<file path="src/design/abm_pkg.sv">
// Shared types and constants for the audio block level meter.
// Used by every module under design/; depends on nothing.
package abm_pkg;

    localparam int SAMPLE_BITS = 24;
    localparam int MAX_FRAMES  = 4096;

    localparam int MAG_W    = SAMPLE_BITS;
    localparam int CNT_W    = $clog2(MAX_FRAMES + 1);
    localparam int SQ_W     = 2 * SAMPLE_BITS - 1;
    localparam int SQSUM_W  = SQ_W + CNT_W - 1;
    localparam int SUM_W    = SAMPLE_BITS + CNT_W;
    localparam int RAD_W    = 2 * SAMPLE_BITS;
    localparam int ROOT_W   = SAMPLE_BITS;
    localparam int SREM_W   = ROOT_W + 1;
    localparam int TRIAL_W  = SREM_W + 3;
    localparam int STEP_W   = $clog2(SQSUM_W);
    localparam int Q_DEPTH  = 2;
    localparam int QPTR_W   = $clog2(Q_DEPTH);
    localparam int QCNT_W   = $clog2(Q_DEPTH + 1);

    localparam logic [MAG_W-1:0] FULL_SCALE = {1'b1, {(SAMPLE_BITS - 1){1'b0}}};

    typedef struct packed {
        logic signed [SAMPLE_BITS-1:0] sample;
        logic                          last;
    } t_in;

    typedef struct packed {
        logic        [MAG_W-1:0]       peak;
        logic        [MAG_W-1:0]       trough;
        logic        [MAG_W-1:0]       rms;
        logic signed [SAMPLE_BITS-1:0] dc_offset;
    } t_out;

    // One finished buffer, handed from the accumulator to the divide/root engine
    typedef struct packed {
        logic        [MAG_W-1:0]   peak;
        logic        [MAG_W-1:0]   trough;
        logic        [SQSUM_W-1:0] sq_sum;
        logic signed [SUM_W-1:0]   sum;
        logic        [CNT_W-1:0]   count;
    } t_job;

    typedef struct packed {
        logic full;
        logic empty;
    } t_q_stat;

    typedef enum logic [4:0] {
        ST_IDLE  = 5'b00001,
        ST_DIVSQ = 5'b00010,
        ST_DIVDC = 5'b00100,
        ST_SQRT  = 5'b01000,
        ST_DONE  = 5'b10000
    } t_state;

endpackage

</file>
<file path="src/design/abm_front.sv">
// Sample front end: magnitude, square and per-buffer accumulation.
// Pushes one job per ended buffer into the job queue. Depends on abm_pkg.
module abm_front
    import abm_pkg::*;
(
    input  logic i_clk,
    input  logic i_rst_n,
    input  logic i_valid,
    input  t_in  i_data,
    output logic o_stall,
    input  logic i_q_full,
    output logic o_push,
    output t_job o_job
);

    logic                          r_s1_valid;
    logic signed [SAMPLE_BITS-1:0] r_s1_value;
    logic        [MAG_W-1:0]       r_s1_mag;
    logic                          r_s1_last;

    logic                          r_s2_valid;
    logic signed [SAMPLE_BITS-1:0] r_s2_value;
    logic        [MAG_W-1:0]       r_s2_mag;
    logic        [SQ_W-1:0]        r_s2_sq;
    logic                          r_s2_last;

    logic        [MAG_W-1:0]       r_peak;
    logic        [MAG_W-1:0]       r_trough;
    logic        [SQSUM_W-1:0]     r_sq_sum;
    logic signed [SUM_W-1:0]       r_sum;
    logic        [CNT_W-1:0]       r_count;

    logic        [MAG_W-1:0]       mag_in;
    logic        [2*MAG_W-1:0]     prod;
    logic        [CNT_W-1:0]       n_count;
    logic        [MAG_W-1:0]       n_peak;
    logic        [MAG_W-1:0]       n_trough;
    logic        [SQSUM_W-1:0]     n_sq_sum;
    logic signed [SUM_W-1:0]       n_sum;
    logic                          s2_end;
    logic                          advance;

    always_comb begin
        if (i_data.sample[SAMPLE_BITS-1]) begin
            mag_in = MAG_W'($unsigned(~i_data.sample) + MAG_W'(1));
        end else begin
            mag_in = MAG_W'($unsigned(i_data.sample));
        end
        prod     = r_s1_mag * r_s1_mag;
        n_count  = r_count + CNT_W'(1);
        n_peak   = (r_s2_mag > r_peak) ? r_s2_mag : r_peak;
        n_trough = (r_s2_mag < r_trough) ? r_s2_mag : r_trough;
        n_sq_sum = r_sq_sum + SQSUM_W'(r_s2_sq);
        n_sum    = r_sum + SUM_W'(r_s2_value);
        s2_end   = r_s2_valid && (r_s2_last || (n_count == CNT_W'(MAX_FRAMES)));
        // hold the whole pipe when an ending buffer finds the queue full
        advance  = !(s2_end && i_q_full);
    end

    assign o_stall      = !advance;
    assign o_push       = s2_end && advance;
    assign o_job.peak   = n_peak;
    assign o_job.trough = n_trough;
    assign o_job.sq_sum = n_sq_sum;
    assign o_job.sum    = n_sum;
    assign o_job.count  = n_count;

    always_ff @(posedge i_clk) begin
        if (!i_rst_n) begin
            r_s1_valid <= 1'b0;
            r_s2_valid <= 1'b0;
            r_peak     <= '0;
            r_trough   <= FULL_SCALE;
            r_sq_sum   <= '0;
            r_sum      <= '0;
            r_count    <= '0;
        end else if (advance) begin
            r_s1_valid <= i_valid;
            r_s2_valid <= r_s1_valid;
            if (r_s2_valid) begin
                if (s2_end) begin
                    r_peak   <= '0;
                    r_trough <= FULL_SCALE;
                    r_sq_sum <= '0;
                    r_sum    <= '0;
                    r_count  <= '0;
                end else begin
                    r_peak   <= n_peak;
                    r_trough <= n_trough;
                    r_sq_sum <= n_sq_sum;
                    r_sum    <= n_sum;
                    r_count  <= n_count;
                end
            end
        end
    end

    always_ff @(posedge i_clk) begin
        if (advance) begin
            r_s1_value <= i_data.sample;
            r_s1_mag   <= mag_in;
            r_s1_last  <= i_data.last;
            r_s2_value <= r_s1_value;
            r_s2_mag   <= r_s1_mag;
            r_s2_sq    <= prod[SQ_W-1:0];
            r_s2_last  <= r_s1_last;
        end
    end

endmodule

</file>
<file path="src/design/abm_queue.sv">
// Short job queue between the accumulator and the divide/root engine.
// Depends on abm_pkg for the job type and depth.
module abm_queue
    import abm_pkg::*;
(
    input  logic    i_clk,
    input  logic    i_rst_n,
    input  logic    i_push,
    input  t_job    i_job,
    input  logic    i_pop,
    output t_job    o_job,
    output t_q_stat o_stat
);

    t_job              r_mem [Q_DEPTH];
    logic [QPTR_W-1:0] r_wr_ptr;
    logic [QPTR_W-1:0] r_rd_ptr;
    logic [QCNT_W-1:0] r_fill;

    assign o_job        = r_mem[r_rd_ptr];
    assign o_stat.full  = (r_fill == QCNT_W'(Q_DEPTH));
    assign o_stat.empty = (r_fill == '0);

    always_ff @(posedge i_clk) begin
        if (!i_rst_n) begin
            r_wr_ptr <= '0;
            r_rd_ptr <= '0;
            r_fill   <= '0;
        end else begin
            if (i_push) begin
                r_wr_ptr <= r_wr_ptr + QPTR_W'(1);
            end
            if (i_pop) begin
                r_rd_ptr <= r_rd_ptr + QPTR_W'(1);
            end
            if (i_push && !i_pop) begin
                r_fill <= r_fill + QCNT_W'(1);
            end else if (i_pop && !i_push) begin
                r_fill <= r_fill - QCNT_W'(1);
            end
        end
    end

    always_ff @(posedge i_clk) begin
        if (i_push) begin
            r_mem[r_wr_ptr] <= i_job;
        end
    end

endmodule

</file>
<file path="src/design/abm_back.sv">
// Divide/root engine: one shared radix-2 divider for mean square and DC,
// a bit-pair square root, and the output register. Depends on abm_pkg.
module abm_back
    import abm_pkg::*;
(
    input  logic i_clk,
    input  logic i_rst_n,
    input  t_job i_job,
    input  logic i_q_empty,
    output logic o_pop,
    output logic o_valid,
    output t_out o_data,
    input  logic i_stall
);

    t_state                  r_state;
    t_state                  n_state;
    logic [STEP_W-1:0]       r_step;
    logic [MAG_W-1:0]        r_peak;
    logic [MAG_W-1:0]        r_trough;
    logic [CNT_W-1:0]        r_count;
    logic                    r_neg;
    logic [SUM_W-1:0]        r_dc_mag;
    logic [SQSUM_W-1:0]      r_quo;
    logic [CNT_W-1:0]        r_rem;
    logic [RAD_W-1:0]        r_rad;
    logic [MAG_W-1:0]        r_dc_q;
    logic [ROOT_W-1:0]       r_root;
    logic [SREM_W-1:0]       r_srem;
    logic                    r_out_valid;
    t_out                    r_out;

    logic [CNT_W:0]          div_shift;
    logic                    div_ge;
    logic [CNT_W:0]          div_diff;
    logic [CNT_W-1:0]        n_rem;
    logic [SQSUM_W-1:0]      n_quo;
    logic [TRIAL_W-1:0]      sq_a;
    logic [TRIAL_W-1:0]      sq_diff;
    logic                    sq_ge;
    logic [SREM_W-1:0]       n_srem;
    logic [ROOT_W-1:0]       n_root;
    logic                    div_last;
    logic                    sqrt_last;
    logic                    out_load;
    logic [MAG_W-1:0]        dc_out;

    always_comb begin
        // restoring divide step: bring down one dividend bit, subtract if it fits
        div_shift = {r_rem, r_quo[SQSUM_W-1]};
        div_diff  = div_shift - {1'b0, r_count};
        div_ge    = (div_shift >= {1'b0, r_count});
        n_rem     = div_ge ? div_diff[CNT_W-1:0] : div_shift[CNT_W-1:0];
        n_quo     = {r_quo[SQSUM_W-2:0], div_ge};

        // square root step: bring down two radicand bits, try 4*root+1
        sq_a      = {1'b0, r_srem, r_rad[RAD_W-1 -: 2]};
        sq_diff   = sq_a - TRIAL_W'({r_root, 2'b01});
        sq_ge     = !sq_diff[TRIAL_W-1];
        n_srem    = sq_ge ? sq_diff[SREM_W-1:0] : sq_a[SREM_W-1:0];
        n_root    = {r_root[ROOT_W-2:0], sq_ge};

        div_last  = (r_step == STEP_W'(SQSUM_W - 1));
        sqrt_last = (r_step == STEP_W'(ROOT_W - 1));
        out_load  = (r_state == ST_DONE) && (!r_out_valid || !i_stall);
        o_pop     = (r_state == ST_IDLE) && !i_q_empty;
        dc_out    = r_neg ? (~r_dc_q + MAG_W'(1)) : r_dc_q;

        n_state = r_state;
        unique case (r_state)
            ST_IDLE: begin
                if (!i_q_empty) begin
                    n_state = ST_DIVSQ;
                end
            end
            ST_DIVSQ: begin
                if (div_last) begin
                    n_state = ST_DIVDC;
                end
            end
            ST_DIVDC: begin
                if (div_last) begin
                    n_state = ST_SQRT;
                end
            end
            ST_SQRT: begin
                if (sqrt_last) begin
                    n_state = ST_DONE;
                end
            end
            ST_DONE: begin
                if (out_load) begin
                    n_state = ST_IDLE;
                end
            end
            default: n_state = ST_IDLE;
        endcase
    end

    always_ff @(posedge i_clk) begin
        if (!i_rst_n) begin
            r_state     <= ST_IDLE;
            r_step      <= '0;
            r_out_valid <= 1'b0;
        end else begin
            r_state <= n_state;
            if (r_state == ST_IDLE || div_last || (r_state == ST_SQRT && sqrt_last)) begin
                r_step <= '0;
            end else begin
                r_step <= r_step + STEP_W'(1);
            end
            if (out_load) begin
                r_out_valid <= 1'b1;
            end else if (!i_stall) begin
                r_out_valid <= 1'b0;
            end
        end
    end

    always_ff @(posedge i_clk) begin
        case (r_state)
            ST_IDLE: begin
                r_peak   <= i_job.peak;
                r_trough <= i_job.trough;
                r_count  <= i_job.count;
                r_neg    <= i_job.sum[SUM_W-1];
                r_dc_mag <= i_job.sum[SUM_W-1] ? ($unsigned(~i_job.sum) + SUM_W'(1))
                                               : $unsigned(i_job.sum);
                r_quo    <= i_job.sq_sum;
                r_rem    <= '0;
            end
            ST_DIVSQ: begin
                if (div_last) begin
                    // mean square never exceeds full scale squared
                    r_rad <= n_quo[RAD_W-1:0];
                    r_quo <= SQSUM_W'(r_dc_mag);
                    r_rem <= '0;
                end else begin
                    r_quo <= n_quo;
                    r_rem <= n_rem;
                end
            end
            ST_DIVDC: begin
                if (div_last) begin
                    r_dc_q <= n_quo[MAG_W-1:0];
                    r_root <= '0;
                    r_srem <= '0;
                end else begin
                    r_quo <= n_quo;
                    r_rem <= n_rem;
                end
            end
            ST_SQRT: begin
                r_root <= n_root;
                r_srem <= n_srem;
                r_rad  <= {r_rad[RAD_W-3:0], 2'b00};
            end
            default: begin
            end
        endcase
        if (out_load) begin
            r_out.peak      <= r_peak;
            r_out.trough    <= r_trough;
            r_out.rms       <= r_root;
            r_out.dc_offset <= $signed(dc_out);
        end
    end

    assign o_valid = r_out_valid;
    assign o_data  = r_out;

endmodule

</file>
<file path="src/design/audio_block_level_meter.sv">
// Top level of the audio block level meter: front end, job queue, back end.
// Depends on abm_pkg, abm_front, abm_queue and abm_back.
//
//   channel | direction | handshake          | beat payload
//   --------+-----------+--------------------+-----------------------------------
//   input   | in        | i_valid / o_stall  | i_data : sample (Q1.23), last
//   output  | out       | o_valid / i_stall  | o_data : peak, trough, rms, dc_offset
//
// Flow: the front end takes one sample beat per cycle unless o_stall holds it; a
// sample passes the s1 and s2 registers before it reaches the accumulators. For
// each ended buffer the back end loads the job, runs 59 divide steps for the mean
// square and 59 for the DC offset on the shared one-bit-per-cycle divider, takes
// 24 square root steps, and loads the output.
// The two-entry job queue lets sampling run on while the back end works.
// Reset: synchronous, active low; clears pipeline valids, accumulators,
// queue pointers, the back end state and the output valid.
// Stalls: o_stall rises only when a buffer ends and the job queue is full;
// i_stall holds the output register, and the back end waits in its final state.
module audio_block_level_meter
    import abm_pkg::*;
(
    input  logic i_clk,
    input  logic i_rst_n,
    input  logic i_valid,
    input  t_in  i_data,
    output logic o_stall,
    output logic o_valid,
    output t_out o_data,
    input  logic i_stall
);

    logic    push;
    logic    pop;
    t_job    job_in;
    t_job    job_out;
    t_q_stat q_stat;

    // accumulate samples, emit a job per ended buffer
    abm_front u_front (
        .i_clk    (i_clk),
        .i_rst_n  (i_rst_n),
        .i_valid  (i_valid),
        .i_data   (i_data),
        .o_stall  (o_stall),
        .i_q_full (q_stat.full),
        .o_push   (push),
        .o_job    (job_in)
    );

    // decouple sampling from the slow per-buffer math
    abm_queue u_queue (
        .i_clk   (i_clk),
        .i_rst_n (i_rst_n),
        .i_push  (push),
        .i_job   (job_in),
        .i_pop   (pop),
        .o_job   (job_out),
        .o_stat  (q_stat)
    );

    // divide, take the root, and present the result beat
    abm_back u_back (
        .i_clk     (i_clk),
        .i_rst_n   (i_rst_n),
        .i_job     (job_out),
        .i_q_empty (q_stat.empty),
        .o_pop     (pop),
        .o_valid   (o_valid),
        .o_data    (o_data),
        .i_stall   (i_stall)
    );

    // never push into a full queue
    a_no_overflow: assert property (@(posedge i_clk) disable iff (!i_rst_n)
        push |-> !q_stat.full)
        else $error("job pushed into full queue");

    // never pop an empty queue
    a_no_underflow: assert property (@(posedge i_clk) disable iff (!i_rst_n)
        pop |-> !q_stat.empty)
        else $error("job popped from empty queue");

    // levels stay within full scale, and RMS never tops the peak
    a_levels_sane: assert property (@(posedge i_clk) disable iff (!i_rst_n)
        o_valid |-> (o_data.peak <= FULL_SCALE) && (o_data.trough <= FULL_SCALE)
                    && (o_data.rms <= o_data.peak))
        else $error("result levels out of range");

    // a queue that a push has just filled, and that is not popped, takes no further push
    a_stall_on_full: assert property (@(posedge i_clk) disable iff (!i_rst_n)
        (q_stat.full && !pop && $past(push)) |-> !push)
        else $error("push while queue held full");

endmodule
</file>
<file path="config.mk">
export PLATFORM = sky130hd
export DESIGN_NAME = audio_block_level_meter
export DESIGN_NICKNAME = d
export VERILOG_FILES = /design/src/design/abm_pkg.sv /design/src/design/abm_front.sv /design/src/design/abm_queue.sv /design/src/design/abm_back.sv /design/src/design/audio_block_level_meter.sv
export SDC_FILE = /design/constraint.sdc
export NUM_CORES = 2
export LEC_CHECK = 0
export ABC_AREA = 1
export BUFFER_PORTS_ARGS = -buffer_cell sky130_fd_sc_hd__buf_2
export CORE_ASPECT_RATIO = 1.1
export CORE_MARGIN = 8
export CORE_UTILIZATION = 55
export CTS_CLUSTER_SIZE = 16
export DETAILED_ROUTE_END_ITERATION = 10
export PLACE_DENSITY = 0.71
export SLEW_MARGIN = 10
export SYNTH_ARGS = -nofsm -noshare
export SYNTH_HDL_FRONTEND = slang
export SYNTH_HIERARCHICAL = 1
export SYNTH_SLANG_ARGS = --single-unit
</file>
<file path="constraint.sdc">
create_clock -name i_clk -period 12.3 [get_ports i_clk]
set_input_delay 2.46 -clock i_clk [delete_from_list [all_inputs] [get_ports i_clk]]
set_output_delay 2.46 -clock i_clk [all_outputs]
set_load 0.03 [all_outputs]
</file>
Yosys cells after proc, flatten, opt, wreduce, memory -nomap -nowiden
Memories as Yosys holds them, arrays and structs flattened. A register that Yosys moved wholly into a read port is not among the register bits.
Cells that the tools add are included.
{"block": "totals", "regBits": 708, "in_bits": 29, "memories": 1, "elab_cells": 145, "ramBits": 314}
{"name": "u_queue.r_mem", "depth": 2, "word_bits": 157, "read_ports": 1, "rd_clocked_by_memory_dff": 1, "wr": 1, "line": "abm_queue.sv:15", "text": "t_job r_mem [Q_DEPTH];"}
{"block": "op_classes", "n_lt_le_gt_ge": 3, "n_mul": 1, "reduce_logical": 31, "n_eq_ne": 16, "n_mux": 38, "bitwise_logic": 5, "n_addsub": 13}
{"operator": "59-bit two-way mux", "count": 3}
{"operator": "59-bit one-hot mux with 3 select lines", "count": 1}
{"operator": "24-bit two-way mux", "count": 6}
{"operator": "48-bit one-hot mux with 2 select lines", "count": 1}
{"operator": "59-bit by 47-bit adder with 59-bit output", "count": 1}
{"operator": "13-bit two-way mux", "count": 4}
{"operator": "25-bit two-way mux", "count": 2}
{"operator": "25-bit one-hot mux with 2 select lines", "count": 1}
{"operator": "24-bit by 1-bit adder with 24-bit output, second input constant", "count": 2}
{"operator": "48-bit two-way mux", "count": 1}
{"operator": "24-bit NOT", "count": 2}
{"operator": "24-bit one-hot mux with 2 select lines", "count": 1}
{"operator": "24-bit by 24-bit multiplier with 47-bit output", "count": 1}
{"operator": "13-bit one-hot mux with 3 select lines", "count": 1}
{"operator": "37-bit by 1-bit adder with 37-bit output, second input constant", "count": 1}
{"operator": "37-bit by 24-bit adder with 37-bit output", "count": 1}
{"operator": "37-bit two-way mux", "count": 1}
{"operator": "37-bit NOT", "count": 1}
{"operator": "36-bit two-way mux", "count": 1}
{"operator": "27-bit by 26-bit subtractor with 28-bit output", "count": 1}
{"operator": "5-bit two-way mux", "count": 5}
{"operator": "5-bit one-hot mux with 5 select lines", "count": 1}
{"operator": "24-bit > comparator", "count": 1}
{"operator": "24-bit less-than comparator", "count": 1}
{"operator": "other kinds (31)", "count": 66}

Logic depth before layout (Yosys ltp)
{"block": "logic_depth", "word_depth": 11, "mapped_depth": 27}

Hierarchy
Netlist, hierarchy kept.
{"mod": "abm_front", "instances": 1, "cells_each": 4851, "area_per_inst_um2": 36186.0}
{"mod": "abm_back", "instances": 1, "cells_each": 1862, "area_per_inst_um2": 18849.3}
{"mod": "abm_queue", "instances": 1, "cells_each": 523, "area_per_inst_um2": 11596.1}

Worst setup path after synthesis
Ideal clock, no wire load.
{"block": "synth_timing", "kind": "register -> register", "start": "register u_front.r_count[0]", "end": "memory u_queue/r_mem[0][0] (netlist bit), enable pin", "arrival_time_ps": 8106, "t_required_ps": 11624, "path_buffers": 0, "slack_ps": 3518, "synth_period_minus_slack_ps": 8782, "path_stages_with_launch": 13, "cell_sequence": "dfxtp_1 -> ha_1 -> nand3_1 -> inv_1 -> nand3_1 -> xor2_1 -> nor2_1 -> nand3_1 -> nand2_2 -> nand2_1 -> nor2_1 -> inv_1 -> nor2_1"}
{"block": "synth_between", "elab_chain_len": 9}
{"item": "from (decl)", "line": "abm_front.sv:31", "text": "logic [CNT_W-1:0] r_count;"}
{"item": "from (signal assigned)", "line": "abm_front.sv:92", "text": "r_count <= n_count;"}
{"item": "13-bit by 1-bit adder with 13-bit output (*)", "line": "abm_front.sv:50", "text": "n_count = r_count + CNT_W'(1);"}
{"item": "13-bit equality test (*)", "line": "abm_front.sv:55", "text": "s2_end = r_s2_valid && (r_s2_last || (n_count == CNT_W'(MAX_FRAMES)));"}
{"item": "1-bit logical OR (*)", "line": "abm_front.sv:55"}
{"item": "1-bit logical AND (*)", "line": "abm_front.sv:55"}
{"item": "1-bit logical AND", "line": "abm_front.sv:57", "text": "advance = !(s2_end && i_q_full);"}
{"item": "1-bit logical NOT", "line": "abm_front.sv:57"}
{"item": "1-bit logical AND (*)", "line": "abm_front.sv:61", "text": "assign o_push = s2_end && advance;"}
{"item": "net push", "line": "audio_block_level_meter.sv:32", "text": "logic push;"}
{"item": "1-bit two-way mux (*)", "line": "abm_queue.sv:45", "text": "if (i_push) begin"}
{"item": "1-bit two-way mux (not written as such) (*)", "line": "abm_queue.sv:46", "text": "r_mem[r_wr_ptr] <= i_job;"}
{"item": "to (decl)", "line": "abm_queue.sv:15"}
The timed path passes the listed nets; every way through them passes the cells marked *.

Worst setup path in the final report
{"block": "layout_timing", "start": "register u_front.r_s1_mag[4]", "end": "register u_front.r_s2_sq[22] (data pin)"}
{"block": "layout_between", "elab_chain_len": 1}
{"item": "from (decl)", "line": "abm_front.sv:18", "text": "logic [MAG_W-1:0] r_s1_mag;"}
{"item": "from (signal assigned)", "line": "abm_front.sv:101", "text": "r_s1_mag <= mag_in;"}
{"item": "24-bit by 24-bit multiplier with 47-bit output", "line": "abm_front.sv:49", "text": "prod = r_s1_mag * r_s1_mag;"}
{"item": "net u_front.prod[22]", "line": "abm_front.sv:34", "text": "logic [2*MAG_W-1:0] prod;"}
{"item": "to (signal assigned)", "line": "abm_front.sv:105", "text": "r_s2_sq <= prod[SQ_W-1:0];"}
{"item": "to (decl)", "line": "abm_front.sv:24", "text": "logic [SQ_W-1:0] r_s2_sq;"}
The timed path passes the listed nets, and every way through them passes these cells.
A chain may end at the register's enable or synchronous reset.

==> impl_metrics.tcl <==
set metrics [dict create \
    outcome "completed" \
    ys_seq_area_share_pct 43.28 \
    insertion_delay_ns 0.72 \
    fin_crit_sh_pct 61.47 \
    r2r-start "u_front/r_s1_mag[4]" \
    cts_resized 0 \
    cp_num_cells 21 \
    cp-start-kind "flop" \
    cts_buffer_depth 3 \
    maxSlewViolCount 0 \
    min_path_cells 0 \
    final_hold_viol_count 0 \
    synth_cell_types 54 \
    ant_nets 0 \
    arrival_ns 7.99 \
    yosysWarnings 6 \
    crit_family "adder cells" \
    worstHoldEndpoint "u_back/o_data[73]" \
    netlist_area_um2 66630 \
    finClkSkew_ns 0.04122 \
    min_from "u_back/r_peak[1]" \
    yosys.area.top_type "edfxtp_1" \
    die_x_um 347.9 \
    synth.top_cells.by_area "edfxtp_1, fa_1, nand2_1, inv_1, ha_1" \
    grt_pass1_vias 48860 \
    required_ns 12.73 \
    whs_ns 0.3875 \
    syn_inst 7236 \
    dpl-instance-area_um2 68680 \
    viasPerCell 5.364 \
    drt-total-wl_um 165000 \
    path_max_fanout 25 \
    cp_num_buf_inv 6 \
    synthTopCellsByCount "nand2_1, inv_1, edfxtp_1" \
    io_buffers 126 \
    fmax_ghz 0.1323 \
    cp_common_cell "fa_1" \
    hold_path.class "flop to flop" \
    drive_above_1_share_pct 7.370 \
    setup_slack_ns 4.739 \
    synth_most_common_cell "nand2_1" \
    cts_tree "done" \
    synth_top_area_share_pct 37.99 \
    cts.sinks 1019 \
    worst_pin_slew_ns 1.289 \
    rows 134 \
    pre_cts_ws_ns 4.858 \
    synthToLayoutAreaGrowth_pct 8.236 \
    track_usage_pct 24.86 \
    slowest_stage "edfxtp_1" \
    async_flop_share_pct 0 \
    final.setup.tns_ns 0 \
    detail_route.first_pass.iterations 6 \
    fillers 10240 \
    multi_input_area_um2 31670 \
    synth.avg_cell_area_um2 9.208 \
    dieArea_um2 132600 \
    synth-edff-count 843 \
    critPathKind "flop to flop" \
    design_area_um2 72120 \
    core_um2 120700 \
    r2r_setup_slack_ns 4.74 \
    seqCellArea_um2 28840 \
    grt_setup_unrepaired "false" \
    final_nets 8145 \
    cp_cell_sequence "nand2_1 > fa_1 > inv_1 > fa_1 > inv_1 > fa_1 > fa_1 > inv_1 > fa_1 > fa_1 > inv_1 > fa_1 > inv_1 > ha_1 > a21oi_1 > inv_1 > a31oi_1 > o21ai_0 > a31oi_1 > o21ai_0 > xor2_1" \
    ys_ff_latch 1019 \
    post_cts_buffers 0 \
    r2r_cells 21 \
    setup_viol 0 \
    synth_nets 8045 \
    pin_count 127 \
    drc 0 \
    relSlewSlack_pct 14.04 \
    first_iter_violations 4134 \
    antenna_found_initial 5 \
    grt_max_degree 149 \
    dp_hpwl_um 125400 \
    r2r_end "u_front/r_s2_sq[22]" \
    cp-end-kind "flop" \
    globalplace.congestion 0.9495 \
    synth_flop_cell "edfxtp_1" \
    vias 48230 \
    post_drt_wl_per_cell_um 18.35 \
    cts.reportedPaths.clkPinSlew_ns 0.07 \
    initial_core_util_pct 55.20 \
    cts_hold_buffers 0 \
    dieHeight_um 381.1 \
    h-tree-depth 3 \
    overflow 0 \
    cts_buffers 101 \
    fin_crit_ns 7.561 \
    cts_root_buf "clkbuf_16" \
    drv_cap 0 \
    grt_pass1_wl_um 263000 \
    critPathMaxStageDelay_ns 1.21 \
]
==> how the worst max path moves through the flow <==
stage,to,from,slack [ns]
after global placement,u_front/r_s2_sq[26],u_front/r_s1_mag[4],4.91
after global routing,u_front/r_s2_sq[22],u_front/r_s1_mag[4],4.41
after CTS,u_front/r_s2_sq[22],u_front/r_s1_mag[4],4.81
after detailed placement,u_front/r_s2_sq[22],u_front/r_s1_mag[4],4.86
after floorplan,u_queue/r_mem[0][0],u_front/r_count[0],3.52
final,u_front/r_s2_sq[22],u_front/r_s1_mag[4],4.74
==> kinds of logic (layout without fill, tap and decap cells) <==
logic type	after synthesis	count (layout)	share of synthesized area, %
compound gates	648	648	5.333
xor+xnor	198	198	2.614
fa+ha+maj	780	780	19.50
buf+inv	1564	1750	9.254
flops	1019	1019	43.28
mux	157	157	2.653
other cells	0	5	0
simple gates	2870	2870	17.36
==> layer usage <==
layer	share of wire (%)	track usage (%)	vias up
met1	42	32.97	23380
met2	49	42.26	1403
met4	3.2	8.782	2
met5	0.0079	0	-
met3	5.7	2.900	310
li1	-	-	23130
==> layout make-up <==
cell class                      count  area share (%)
Timing Repair Buffer              171           1.360
Inverter                         1390           7.252
Clock buffer                      146           3.936
Multi-Input combinational cell   4653           43.92
Clock inverter                     43          0.8119
Antenna cell                        5         0.01735
Sequential cell                  1019           39.99
Tap cell                         1564           2.713
==> sequential cells by signal, summed over array words and instances (netlist names), 25 cells and up, named ones only <==
signal and count:
u_queue/r_mem 314, u_back/o_data 96, u_back/r_quo 59, u_front/r_sq_sum 59
u_back/r_rad 48, u_front/r_s2_sq 45, u_back/r_dc_mag 37, u_front/r_sum 37
u_back/r_srem 25
==> cells in the final DEF, fill, tap and decap left out, types with 11 or more instances in the layout <==
master | synthesis | routed
a21oi_1 | 360 | 359
a22o_1 | 19 | 19
a31oi_1 | 17 | 17
buf_2 | 36 | 126
buf_4 | 7 | 44
clkbuf_1 | 102 | 33
clkbuf_16 | 0 | 103
clkinv_2 | 0 | 13
dfxtp_1 | 176 | 175
edfxtp_1 | 843 | 843
fa_1 | 431 | 431
ha_1 | 349 | 349
inv_1 | 1376 | 1372
inv_2 | 12 | 13
mux2_2 | 157 | 157
nand2_1 | 1963 | 1961
nand3_1 | 235 | 235
nand3b_1 | 19 | 19
nand4_1 | 60 | 60
nor2_1 | 474 | 471
nor2_2 | 16 | 17
nor3_1 | 52 | 52
nor4_1 | 14 | 14
o211ai_1 | 14 | 14
o21a_1 | 24 | 24
o21ai_0 | 157 | 157
o21ai_1 | 16 | 16
o21bai_1 | 18 | 18
or2_2 | 11 | 11
xnor2_1 | 54 | 54
xor2_1 | 143 | 143
==> per-stage QoR <==
step / std cells / util (%)
after floorplan: 7236 / -
after global placement: 8797 / 56.90
after detailed placement: 8797 / 56.90
after CTS: 8986 / 59.73
after global routing: 8990 / 59.74
final: 8991 / 59.74
Power is not shown: default switching activity piles up to over one toggle a cycle in this logic, so the estimate is an artifact.
